--- config.mk ---
export PLATFORM = sky130hd
export DESIGN_NAME = chained_xor_record_codec_with_checksums
export DESIGN_NICKNAME = d
export VERILOG_FILES = /design/src/rtl/cxr_pkg.sv /design/src/rtl/cxr_core.sv /design/src/rtl/cxr_emit.sv /design/src/rtl/chained_xor_record_codec_with_checksums.sv
export SDC_FILE = /design/constraint.sdc
export NUM_CORES = 1
export LEC_CHECK = 0
export BUFFER_PORTS_ARGS = -buffer_cell sky130_fd_sc_hd__buf_2
export CORE_ASPECT_RATIO = 1.5
export CORE_UTILIZATION = 40
export DETAILED_ROUTE_END_ITERATION = 8
export MAX_ROUTING_LAYER = met4
export PLACE_DENSITY = 0.58
export SETUP_SLACK_MARGIN = 0.1
export SLEW_MARGIN = 25
export SYNTH_ARGS = -nofsm -noshare
export SYNTH_HDL_FRONTEND = slang
export SYNTH_SLANG_ARGS = --single-unit
--- constraint.sdc ---
create_clock -name clk_i -period 7.29 [get_ports clk_i]
set_clock_uncertainty 0.15 [all_clocks]
set_input_delay 0.3645 -clock clk_i [delete_from_list [all_inputs] [get_ports clk_i]]
set_output_delay 0.3645 -clock clk_i [all_outputs]
set_load 0.05 [all_outputs]
--- src/rtl/cxr_pkg.sv ---
// Shared types, constants and key table for the chained XOR record codec.
// No dependencies; imported by every module of the block.
package cxr_pkg;

  localparam int unsigned KeyLen  = 10;
  localparam int unsigned NumSums = 4;
  localparam int unsigned SumIdxW = $clog2(NumSums);
  localparam int unsigned BurstW  = $clog2(NumSums + 1);
  localparam int unsigned CfgIdxW = 2;
  localparam int unsigned CfgDataW = 16;
  localparam logic [15:0] RecLenReset = 16'd4096;

  typedef enum logic [CfgIdxW-1:0] {
    CfgMode   = 2'd0,
    CfgRecLen = 2'd1
  } cfg_idx_e;

  typedef enum logic {
    ModeEncrypt = 1'b0,
    ModeDecrypt = 1'b1
  } mode_e;

  typedef enum logic {
    KindData  = 1'b0,
    KindCheck = 1'b1
  } kind_e;

  typedef struct packed {
    logic [7:0] out_byte;
    kind_e      kind;
    logic       check_ok;
    logic       last;
  } cxr_res_t;

  typedef logic [NumSums-1:0][7:0] cxr_sums_t;

  function automatic logic [7:0] key_byte(input logic [3:0] phase);
    logic [7:0] k;
    case (phase)
      4'd0:    k = 8'd15;
      4'd1:    k = 8'd50;
      4'd2:    k = 8'd89;
      4'd3:    k = 8'd240;
      4'd4:    k = 8'd147;
      4'd5:    k = 8'd34;
      4'd6:    k = 8'd86;
      4'd7:    k = 8'd9;
      4'd8:    k = 8'd32;
      4'd9:    k = 8'd208;
      default: k = 8'd15;
    endcase
    return k;
  endfunction

endpackage

--- src/rtl/cxr_core.sv ---
// Record state, config registers and per-byte cipher/checksum datapath.
// Depends on cxr_pkg. Produces one result per accepted item plus a burst request.
module cxr_core import cxr_pkg::*; (
  input  logic                clk_i,
  input  logic                rst_ni,
  input  logic                cfg_we_i,
  input  logic [CfgIdxW-1:0]  cfg_idx_i,
  input  logic [CfgDataW-1:0] cfg_data_i,
  input  logic                accept_i,
  input  logic [7:0]          in_byte_i,
  output cxr_res_t            res_o,
  output logic                burst_o,
  output cxr_sums_t           sums_o
);

  mode_e       mode_q;
  logic [15:0] rec_len_q;

  logic [15:0] pos_q, pos_d;
  logic [3:0]  phase_q, phase_d;
  logic [7:0]  prev_q, prev_d;
  logic [7:0]  sum_q, sum_d;
  logic [7:0]  neg_q, neg_d;
  logic [7:0]  mul_q, mul_d;
  logic [7:0]  xor_q, xor_d;
  logic        mism_q, mism_d;
  logic        tail_q, tail_d;

  logic [3:0]  kp;
  logic [7:0]  key;
  logic [7:0]  xored;
  logic [7:0]  plain;
  logic [7:0]  cipher;
  logic [15:0] mul_full;
  logic [15:0] eff_len;
  logic        rec_end;
  logic [SumIdxW-1:0] tidx;
  logic [7:0]  expect_sum;
  cxr_sums_t   cur_sums;

  always_ff @(posedge clk_i or negedge rst_ni) begin
    if (!rst_ni) begin
      mode_q    <= ModeEncrypt;
      rec_len_q <= RecLenReset;
    end else if (cfg_we_i) begin
      case (cfg_idx_e'(cfg_idx_i))
        CfgMode:   mode_q    <= mode_e'(cfg_data_i[0]);
        CfgRecLen: rec_len_q <= cfg_data_i;
        default:   ;
      endcase
    end
  end

  assign kp       = (phase_q < 4'(KeyLen)) ? phase_q : 4'd0;
  assign key      = key_byte(kp);
  assign xored    = in_byte_i ^ key ^ prev_q;
  assign plain    = (mode_q == ModeEncrypt) ? in_byte_i : xored;
  assign cipher   = (mode_q == ModeEncrypt) ? xored : in_byte_i;
  assign mul_full = {8'd0, mul_q} * {8'd0, plain};
  assign eff_len  = (rec_len_q == 16'd0) ? 16'd1 : rec_len_q;
  assign rec_end  = ({1'b0, pos_q} + 17'd1) >= {1'b0, eff_len};
  assign tidx     = pos_q[SumIdxW-1:0];
  assign cur_sums = {xor_q, mul_q, neg_q, sum_q};
  assign expect_sum = cur_sums[tidx];

  always_comb begin
    pos_d   = pos_q;
    phase_d = phase_q;
    prev_d  = prev_q;
    sum_d   = sum_q;
    neg_d   = neg_q;
    mul_d   = mul_q;
    xor_d   = xor_q;
    mism_d  = mism_q;
    tail_d  = tail_q;
    burst_o = 1'b0;
    sums_o  = cur_sums;
    res_o   = '{out_byte: expect_sum, kind: KindCheck, check_ok: 1'b1, last: 1'b0};

    if (tail_q) begin
      // stored checksum byte: compare, then clear the record after the fourth
      mism_d         = mism_q | (in_byte_i != expect_sum);
      res_o.check_ok = ~mism_d;
      res_o.last     = (tidx == SumIdxW'(NumSums - 1));
      if (res_o.last) begin
        pos_d   = '0;
        phase_d = 4'd1;
        prev_d  = '0;
        sum_d   = '0;
        neg_d   = '0;
        mul_d   = 8'd1;
        xor_d   = '0;
        mism_d  = 1'b0;
        tail_d  = 1'b0;
      end else begin
        pos_d = pos_q + 16'd1;
      end
    end else begin
      prev_d  = cipher;
      sum_d   = sum_q + plain;
      neg_d   = neg_q - plain;
      mul_d   = mul_full[7:0] + 8'd1;
      xor_d   = xor_q ^ plain;
      phase_d = (kp == 4'(KeyLen - 1)) ? 4'd0 : kp + 4'd1;
      res_o.out_byte = (mode_q == ModeEncrypt) ? cipher : plain;
      res_o.kind     = KindData;
      res_o.check_ok = (mode_q == ModeEncrypt) ? 1'b1 : ~mism_q;
      sums_o = {xor_d, mul_d, neg_d, sum_d};
      if (rec_end) begin
        pos_d = '0;
        if (mode_q == ModeEncrypt) begin
          // hand the final sums to the emitter, then clear
          burst_o = 1'b1;
          phase_d = 4'd1;
          prev_d  = '0;
          sum_d   = '0;
          neg_d   = '0;
          mul_d   = 8'd1;
          xor_d   = '0;
          mism_d  = 1'b0;
        end else begin
          tail_d = 1'b1;
        end
      end else begin
        pos_d = pos_q + 16'd1;
      end
    end
  end

  always_ff @(posedge clk_i or negedge rst_ni) begin
    if (!rst_ni) begin
      pos_q   <= '0;
      phase_q <= 4'd1;
      prev_q  <= '0;
      sum_q   <= '0;
      neg_q   <= '0;
      mul_q   <= 8'd1;
      xor_q   <= '0;
      mism_q  <= 1'b0;
      tail_q  <= 1'b0;
    end else if (accept_i) begin
      pos_q   <= pos_d;
      phase_q <= phase_d;
      prev_q  <= prev_d;
      sum_q   <= sum_d;
      neg_q   <= neg_d;
      mul_q   <= mul_d;
      xor_q   <= xor_d;
      mism_q  <= mism_d;
      tail_q  <= tail_d;
    end
  end

endmodule

--- src/rtl/cxr_emit.sv ---
// Output result register and checksum burst sequencer.
// Depends on cxr_pkg. Holds the input off while appended checksums drain.
module cxr_emit import cxr_pkg::*; (
  input  logic      clk_i,
  input  logic      rst_ni,
  input  logic      in_valid_i,
  output logic      in_ready_o,
  input  cxr_res_t  res_i,
  input  logic      burst_i,
  input  cxr_sums_t sums_i,
  output logic      out_valid_o,
  input  logic      out_ready_i,
  output cxr_res_t  out_res_o,
  output logic      busy_o
);

  logic              valid_q;
  cxr_res_t          res_q;
  cxr_sums_t         sums_q;
  logic [BurstW-1:0] left_q;
  logic              accept;
  logic              drain;
  logic [SumIdxW-1:0] sidx;

  assign busy_o      = (left_q != '0);
  assign drain       = valid_q & out_ready_i;
  assign in_ready_o  = (~valid_q | out_ready_i) & ~busy_o;
  assign accept      = in_valid_i & in_ready_o;
  assign out_valid_o = valid_q;
  assign out_res_o   = res_q;
  assign sidx        = SumIdxW'(BurstW'(NumSums) - left_q);

  always_ff @(posedge clk_i or negedge rst_ni) begin
    if (!rst_ni) begin
      valid_q <= 1'b0;
      left_q  <= '0;
    end else if (accept) begin
      valid_q <= 1'b1;
      left_q  <= burst_i ? BurstW'(NumSums) : '0;
    end else if (drain && busy_o) begin
      valid_q <= 1'b1;
      left_q  <= left_q - BurstW'(1);
    end else if (drain) begin
      valid_q <= 1'b0;
    end
  end

  always_ff @(posedge clk_i) begin
    if (accept) begin
      res_q  <= res_i;
      sums_q <= sums_i;
    end else if (drain && busy_o) begin
      // advance to the next appended checksum item
      res_q <= '{out_byte: sums_q[sidx], kind: KindCheck, check_ok: 1'b1,
                 last: (left_q == BurstW'(1))};
    end
  end

endmodule

--- src/rtl/chained_xor_record_codec_with_checksums.sv ---
// Top level of the chained XOR record codec: config port, core and emitter.
// Depends on cxr_pkg, cxr_core and cxr_emit.
//
// Takes one byte per clock while the output accepts and no checksum burst
// drains, and returns one result per byte through a single output register,
// so input and output stream at one item per cycle under those conditions.
// After the last data byte of a record in encrypt mode four checksum items
// follow (sum, negated sum, multiplicative, XOR); the input is held off while
// the checksum burst drains. In decrypt mode the four stored checksum bytes
// are accepted like data, one result each. Config is written through
// cfg_we_i/cfg_idx_i/cfg_data_i (0: mode, 1: record_length) while idle.
module chained_xor_record_codec_with_checksums import cxr_pkg::*; (
  input  logic                clk_i,
  input  logic                rst_ni,
  input  logic                cfg_we_i,
  input  logic [CfgIdxW-1:0]  cfg_idx_i,
  input  logic [CfgDataW-1:0] cfg_data_i,
  input  logic                s_axis_tvalid,
  output logic                s_axis_tready,
  input  logic [7:0]          s_axis_tdata,   // [7:0] in_byte
  output logic                m_axis_tvalid,
  input  logic                m_axis_tready,
  output logic [7:0]          m_axis_tdata,   // [7:0] out_byte
  output logic [1:0]          m_axis_tuser,   // [0] kind, [1] check_ok
  output logic                m_axis_tlast
);

  cxr_res_t  core_res;
  cxr_res_t  out_res;
  cxr_sums_t core_sums;
  logic      core_burst;
  logic      accept;
  logic      burst_busy;

  assign accept = s_axis_tvalid & s_axis_tready;

  cxr_core u_core (
    .clk_i      (clk_i),
    .rst_ni     (rst_ni),
    .cfg_we_i   (cfg_we_i),
    .cfg_idx_i  (cfg_idx_i),
    .cfg_data_i (cfg_data_i),
    .accept_i   (accept),
    .in_byte_i  (s_axis_tdata),
    .res_o      (core_res),
    .burst_o    (core_burst),
    .sums_o     (core_sums)
  );

  cxr_emit u_emit (
    .clk_i       (clk_i),
    .rst_ni      (rst_ni),
    .in_valid_i  (s_axis_tvalid),
    .in_ready_o  (s_axis_tready),
    .res_i       (core_res),
    .burst_i     (core_burst),
    .sums_i      (core_sums),
    .out_valid_o (m_axis_tvalid),
    .out_ready_i (m_axis_tready),
    .out_res_o   (out_res),
    .busy_o      (burst_busy)
  );

  assign m_axis_tdata = out_res.out_byte;
  assign m_axis_tuser = {out_res.check_ok, out_res.kind};
  assign m_axis_tlast = out_res.last;

  a_burst_blocks_input: assert property (@(posedge clk_i) disable iff (!rst_ni)
    burst_busy |-> !s_axis_tready)
    else $error("input accepted during checksum burst");

  a_last_is_check: assert property (@(posedge clk_i) disable iff (!rst_ni)
    m_axis_tvalid && m_axis_tlast |-> m_axis_tuser[0])
    else $error("last item is not a checksum item");

  a_accept_gives_result: assert property (@(posedge clk_i) disable iff (!rst_ni)
    s_axis_tvalid && s_axis_tready |=> m_axis_tvalid)
    else $error("accepted item produced no result");

  a_burst_starts_encrypt: assert property (@(posedge clk_i) disable iff (!rst_ni)
    $rose(burst_busy) |-> m_axis_tvalid && !m_axis_tuser[0] && m_axis_tuser[1])
    else $error("checksum burst not preceded by encrypt data item");

endmodule

== After elaboration in Yosys (flattened, before gate mapping) ==
Memory sizes are Yosys's and may differ from the RTL's.
Index checks and enable logic that the tools add are counted.

* Register bits after elaboration: 126
* ROM bits: 128
* Input port bits: 31
* Output and inout port bits: 13
* Word-level logic and storage cells: 123
* Memories: 1

{| class="wikitable"
|+ Memory list
! memory !! words !! bits a word !! rd ports !! clocked after Yosys merged registers in !! write ports !! line !! RTL
|-
| (name not given) || 16 || 8 || 1 || 0 || 0 || cxr_pkg.sv:39 || <nowiki>case (phase)</nowiki>
|}

* Add/subtract/negate cells: 8
* Multiply operators: 1
* Order comparisons: 4
* Equality and inequality tests: 7
* Multiplexer cells: 58
* Bitwise operators: 12
* Reductions and logical operators: 11

{| class="wikitable"
|+ Operators with widths
! kind !! count
|-
| $mux W8 || 22
|-
| $mux W16 || 4
|-
| $bmux W8 S2 || 2
|-
| $mux W32 || 1
|-
| $mux W4 || 6
|-
| $xor A8 B8 Y8 || 3
|-
| $mux W11 || 2
|-
| $add A16 B1 Y17 const B || 1
|-
| $ge A17 B16 Y1 || 1
|-
| $mux W1 || 17
|-
| $add A16 B1 Y16 const B || 1
|-
| $logic_not A16 Y1 || 1
|-
| $mux W3 || 3
|-
| $mux W9 || 1
|-
| $add A8 B1 Y8 const B || 1
|-
| $add A8 B8 Y8 || 1
|-
| $mul A8 B8 Y8 || 1
|-
| $ne A8 B8 Y1 || 1
|-
| $sub A8 B8 Y8 || 1
|-
| $lt A2 B3 Y1 const B || 2
|-
| $reduce_and A2 Y1 || 3
|-
| $reduce_bool A3 Y1 || 2
|-
| $add A4 B1 Y4 const B || 1
|-
| $eq A4 B4 Y1 const B || 1
|-
| 14 further kinds || 22
|}

== Logic depth before layout (Yosys ltp) ==
An unclocked memory read counts as a cell.

* Depth in word-level cells: 11
* Mapped depth: 27
* Mapped depth without buffers: 25

== Hierarchy ==
Synthesis repeated with hierarchy kept, for this count alone.

* Cell total of the unflattened synthesis: 922
* Area, all modules: 9038.7 µm²

{| class="wikitable"
|+ Modules (own cells, without submodules)
! module !! times used !! cells an instance !! area each (µm²) !! seq. area each (µm²)
|-
| cxr_core || 1 || 826 || 7128.1 || 1980.6
|-
| cxr_emit || 1 || 95 || 1904.3 || 1391.3
|-
| chained_xor_record_codec_with_checksums || 1 || 1 || 6.3 || 0.0
|}

== Worst setup path before layout ==
OpenSTA, ideal clock, no wires.

* Kind: reg2reg
* Start: register u_core.phase_q[2]
* End: register u_emit.sums_q[23] (netlist bit), data pin
* Setup time: 260 ps
* Arrival time: 6048 ps
* Data required time: 6880 ps
* Slack: 832 ps
* Cell stages (with the launch flop): 24
* Path buffers: 2
* Period minus slack after synthesis: 6458 ps
* Cell sequence: dfrtp_1 -> buf_2 -> buf_4 -> o21ai_0 -> nand2_1 -> inv_1 -> ha_1 -> and4bb_2 -> a221oi_1 -> mux2i_1 -> o21ai_1 -> nand2_1 -> fa_1 -> fa_1 -> inv_1 -> fa_1 -> fa_1 -> ha_1 -> a21oi_1 -> xnor2_1 -> xnor2_1 -> xnor3_1 -> xnor3_1 -> mux2_4

{| class="wikitable"
|+ RTL lines
! what !! line !! RTL
|-
| from (decl) || cxr_core.sv:20 || <nowiki>logic [3:0] phase_q, phase_d;</nowiki>
|-
| from (signal assigned) || cxr_core.sv:143 || <nowiki>phase_q <= phase_d;</nowiki>
|-
| to (signal assigned) || cxr_emit.sv:51 || <nowiki>sums_q <= sums_i;</nowiki>
|-
| to (decl) || cxr_emit.sv:19 || <nowiki>cxr_sums_t sums_q;</nowiki>
|}

==> run metrics <==
status=finished, final reports clean; die width=124 um; core area=21800 um2; Overall Global Routing Usage=23.9%; Antenna Cells=0; P_leak=4.41 nW; Reg power frac=24.4%; register area share after synthesis=37.8%; global route overflow=0; P_sw=0.00249 W; vias in the first global route=6979; WS Path Type=reg -> reg; Slew headroom=36.6%; antenna viol nets, final=0; share of synthesized registers carrying an async set or reset=65.9%; final instance area=10100 um2; logic gate share of total power=60.9%; # DRC=0; crit path from=u_core.phase_q[3]$_DFFE_PN0P_; Buf/Inv on CP=4; drt first pass iters=5; Sink Count=126; # setup viols final=0; Final nets=1021; antenna violations before repair=0; DP Area=9390 um2; share of layout cells above drive strength 1=16.2%; unrepaired setup endpoints after global routing=no; largest fanout on the critical path=12; Post-synth EDFFs=43; final worst path period share=92.9%; TritonCTS Buffers=17; HPWL Detailed=17.8 mm; Crit path max-delay family=adder cells; DR vias=6849; Area Growth Syn to Fin=13.0%; cell taking the most area after synthesis=dfrtp_1; Vias/cell=5.70; synth unique cells=74; CTS root buf=clkbuf_16; TritonCTS clock tree=done; clock group share of total power=14.8%; I/O pins=44; Power Dens Cells=561 nW/um2; GRT met1 Usage=26.5%; fmax=148 MHz; most frequent cells in the layout=dfrtp_1 (79), nand2_1 (76), inv_1 (70); pin count of the biggest net entering global routing=63; worst skew pair latency=430 ps; minimum clock period=6770 ps; Net Sw Frac=44.2%; Detailed Route Iter0 Violations=415; Int Power=0.00315 W; Die Y-Extent=185 um; routed len/inst=20.6 um; Max Cap Viol=0; met3 Use GR=4.06%; routing usage on met2=41.1%; Worst Path Arrival=6810 ps; Hold Startpoint=cfg_data_i[7]; H-tree Lvls=4; Rows=66; largest buffer count on any clock path=2; crit path launch type=flop; Syn Inst Count=878; syn_nets=982; Synth top area share=22.5%; slowest CP cell=fa_1; slowest stage delay, CP=540 ps; Post-synth top flop=dfrtp_1; Pins Over Slew Limit=0; data required time at the worst endpoint=7330 ps; first-pass GRT wire length=38.7 mm; YS warnings=0; Seq cells post-synth=126; DIE AREA=22900 um2; FF-to-FF Start=u_core.phase_q[3]$_DFFE_PN0P_; Cell Chain, Critical Path=inv_1, nand2_1, inv_1, ha_1, inv_1, and4_1, nor4b_1, xnor2_2, nand2_1, fa_1, fa_1, inv_1, fa_1, fa_1, ha_1, a21oi_1, xnor2_1, xnor2_1, xnor3_1, xnor3_1, mux2_4; gpl congestion=0.922; Synth Area per Inst=10.2 um2; Hold/Removal Path Class=in -> reg; Top Usage Layer GRT=met2; drt total wl=24.7 mm; IO Port Bufs=43; most area-consuming cells after synthesis=dfrtp_1 (22%), edfxtp_1 (14%), ha_1 (8.3%); most common cell after layout, fill and taps aside=dfrtp_1; final hold viol count=0; post-route setup TNS=0 ps; Initial Utilization=40.9%; VDD IR max=0.219 mV; post-synthesis cell area=8910 um2; clock slew at reported path FFs=60 ps; Worst setup EP type=flop; worst-margin pin slew=950 ps
## cell type report
| type | count | area [um2] |
|---|---|---|
| Clock inverter | 14 | 133 |
| Inverter | 73 | 274 |
| Clock buffer | 18 | 439 |
| Timing Repair Buffer | 67 | 420 |
| Multi-Input combinational cell | 632 | 5090 |
| Sequential cell | 126 | 3370 |
| Tap cell | 272 | 340 |
| Fill cell | 2094 | 11700 |
## repair_timing
item | 4_1_cts | 5_1_grt
endpoints found under the hold margin | 35 | 0
setup endpoints to repair | 0 | 1
hold buffers | 9 | 0
gates resized for setup | 0 | 3
buffers inserted | 0 | 0
## synth_stat cells (4+ instances only)
cell and number:
dfrtp_1 80, nand2_1 76, inv_1 70, ha_1 59, xnor2_1 57, edfxtp_1 43
o21ai_0 41, nor2_1 39, a21oi_1 35, clkbuf_1 35, mux2_2 25, a22o_1 19
nor2b_1 19, a21o_1 18, mux4_2 16, nand3_1 15, and2_1 14, fa_1 14
xor2_1 14, nor4_1 11, a32o_1 10, nand4_1 10, nor3_1 10, mux2i_1 8
nand2b_1 8, a22oi_1 7, and3_1 7, o211ai_1 7, o31ai_1 7, or3_1 7
o41ai_1 6, a211oi_1 5, a31oi_1 5, or4_1 5, buf_1 4, buf_2 4
nor3b_1 4, o2111ai_1 4, o22ai_1 4, o32ai_1 4
## kinds of logic (layout without fill, tap and decap cells)
| kind of cell | Yosys count | in the layout | share of synthesized area (%) |
|---|---|---|---|
| AOI/OAI and AO/OA | 197 | 197 | 15.7 |
| xor gates and xnor gates | 74 | 74 | 7.74 |
| adders and majority gates | 73 | 73 | 11.4 |
| buffers and inverters | 120 | 172 | 5.41 |
| DFF | 126 | 126 | 37.8 |
| muxes | 51 | 51 | 8.40 |
| and+or+nand+nor | 237 | 237 | 13.5 |
## power groups by stage
stage          registers (W)  logic [W]  clock network, W
6_report             0.00138    0.00343          0.000833
5_1_grt              0.00141    0.00380          0.000881
4_1_cts              0.00138    0.00346          0.000851
3_5_place_dp         0.00139    0.00343                 0
3_3_place_gp         0.00138    0.00340                 0
2_1_floorplan        0.00135    0.00260                 0
## state kept, by name, indices dropped and copies added, names as in the netlist
register and flops:
u_core.neg_q 8, u_core.mode_q 1, u_emit.left_q 3, u_core.pos_q 16, u_core.rec_len_q 16, u_core.xor_q 8, u_core.mul_q 8, u_core.phase_q 4
u_core.mism_q 1, u_core.tail_q 1, u_emit.out_res_o 11, u_emit.out_valid_o 1, u_emit.sums_q 32, u_core.sum_q 8, u_core.prev_q 8
## worst paths after layout
check / end / cells after the start / slack (ps)
max in group asynchronous: u_core.tail_q$_DFFE_PN0P_ / 3 / 5540
min in group asynchronous: u_core.rec_len_q[1]$_DFFE_PN0P_ / 2 / 260
min reg2reg: u_emit.out_valid_o$_DFFE_PN0P_ / 1 / 380
min: u_core.rec_len_q[7]$_DFFE_PN0P_ / 2 / 10
max reg2reg: u_emit.sums_q[23]$_DFFE_PP_ / 21 / 520
max: u_emit.sums_q[23]$_DFFE_PP_ / 21 / 520
## through the flow
step | utilization (%) | instances | total power (W) | worst slack, ps | hold slack, ps
2_1_floorplan | - | 878 | 0.00395 | 832 | -81.1
3_3_place_gp | 43.1 | 1161 | 0.00478 | 541 | 188
6_report | 46.2 | 1202 | 0.00564 | 518 | 12.9
5_1_grt | 46.2 | 1202 | 0.00609 | 142 | 4.81
4_1_cts | 46.1 | 1202 | 0.00568 | 353 | 0.273
3_5_place_dp | 43.1 | 1161 | 0.00482 | 380 | 181
## routing by layer
| layer | part of all wire (%) | wire [um] |
|---|---|---|
| met4 | 3.9 | 958 |
| met3 | 3.9 | 956 |
| met2 | 53 | 13000 |
| met5 | 0 | 0 |
| met1 | 40 | 9800 |
(Power assumes the default switching activity.)
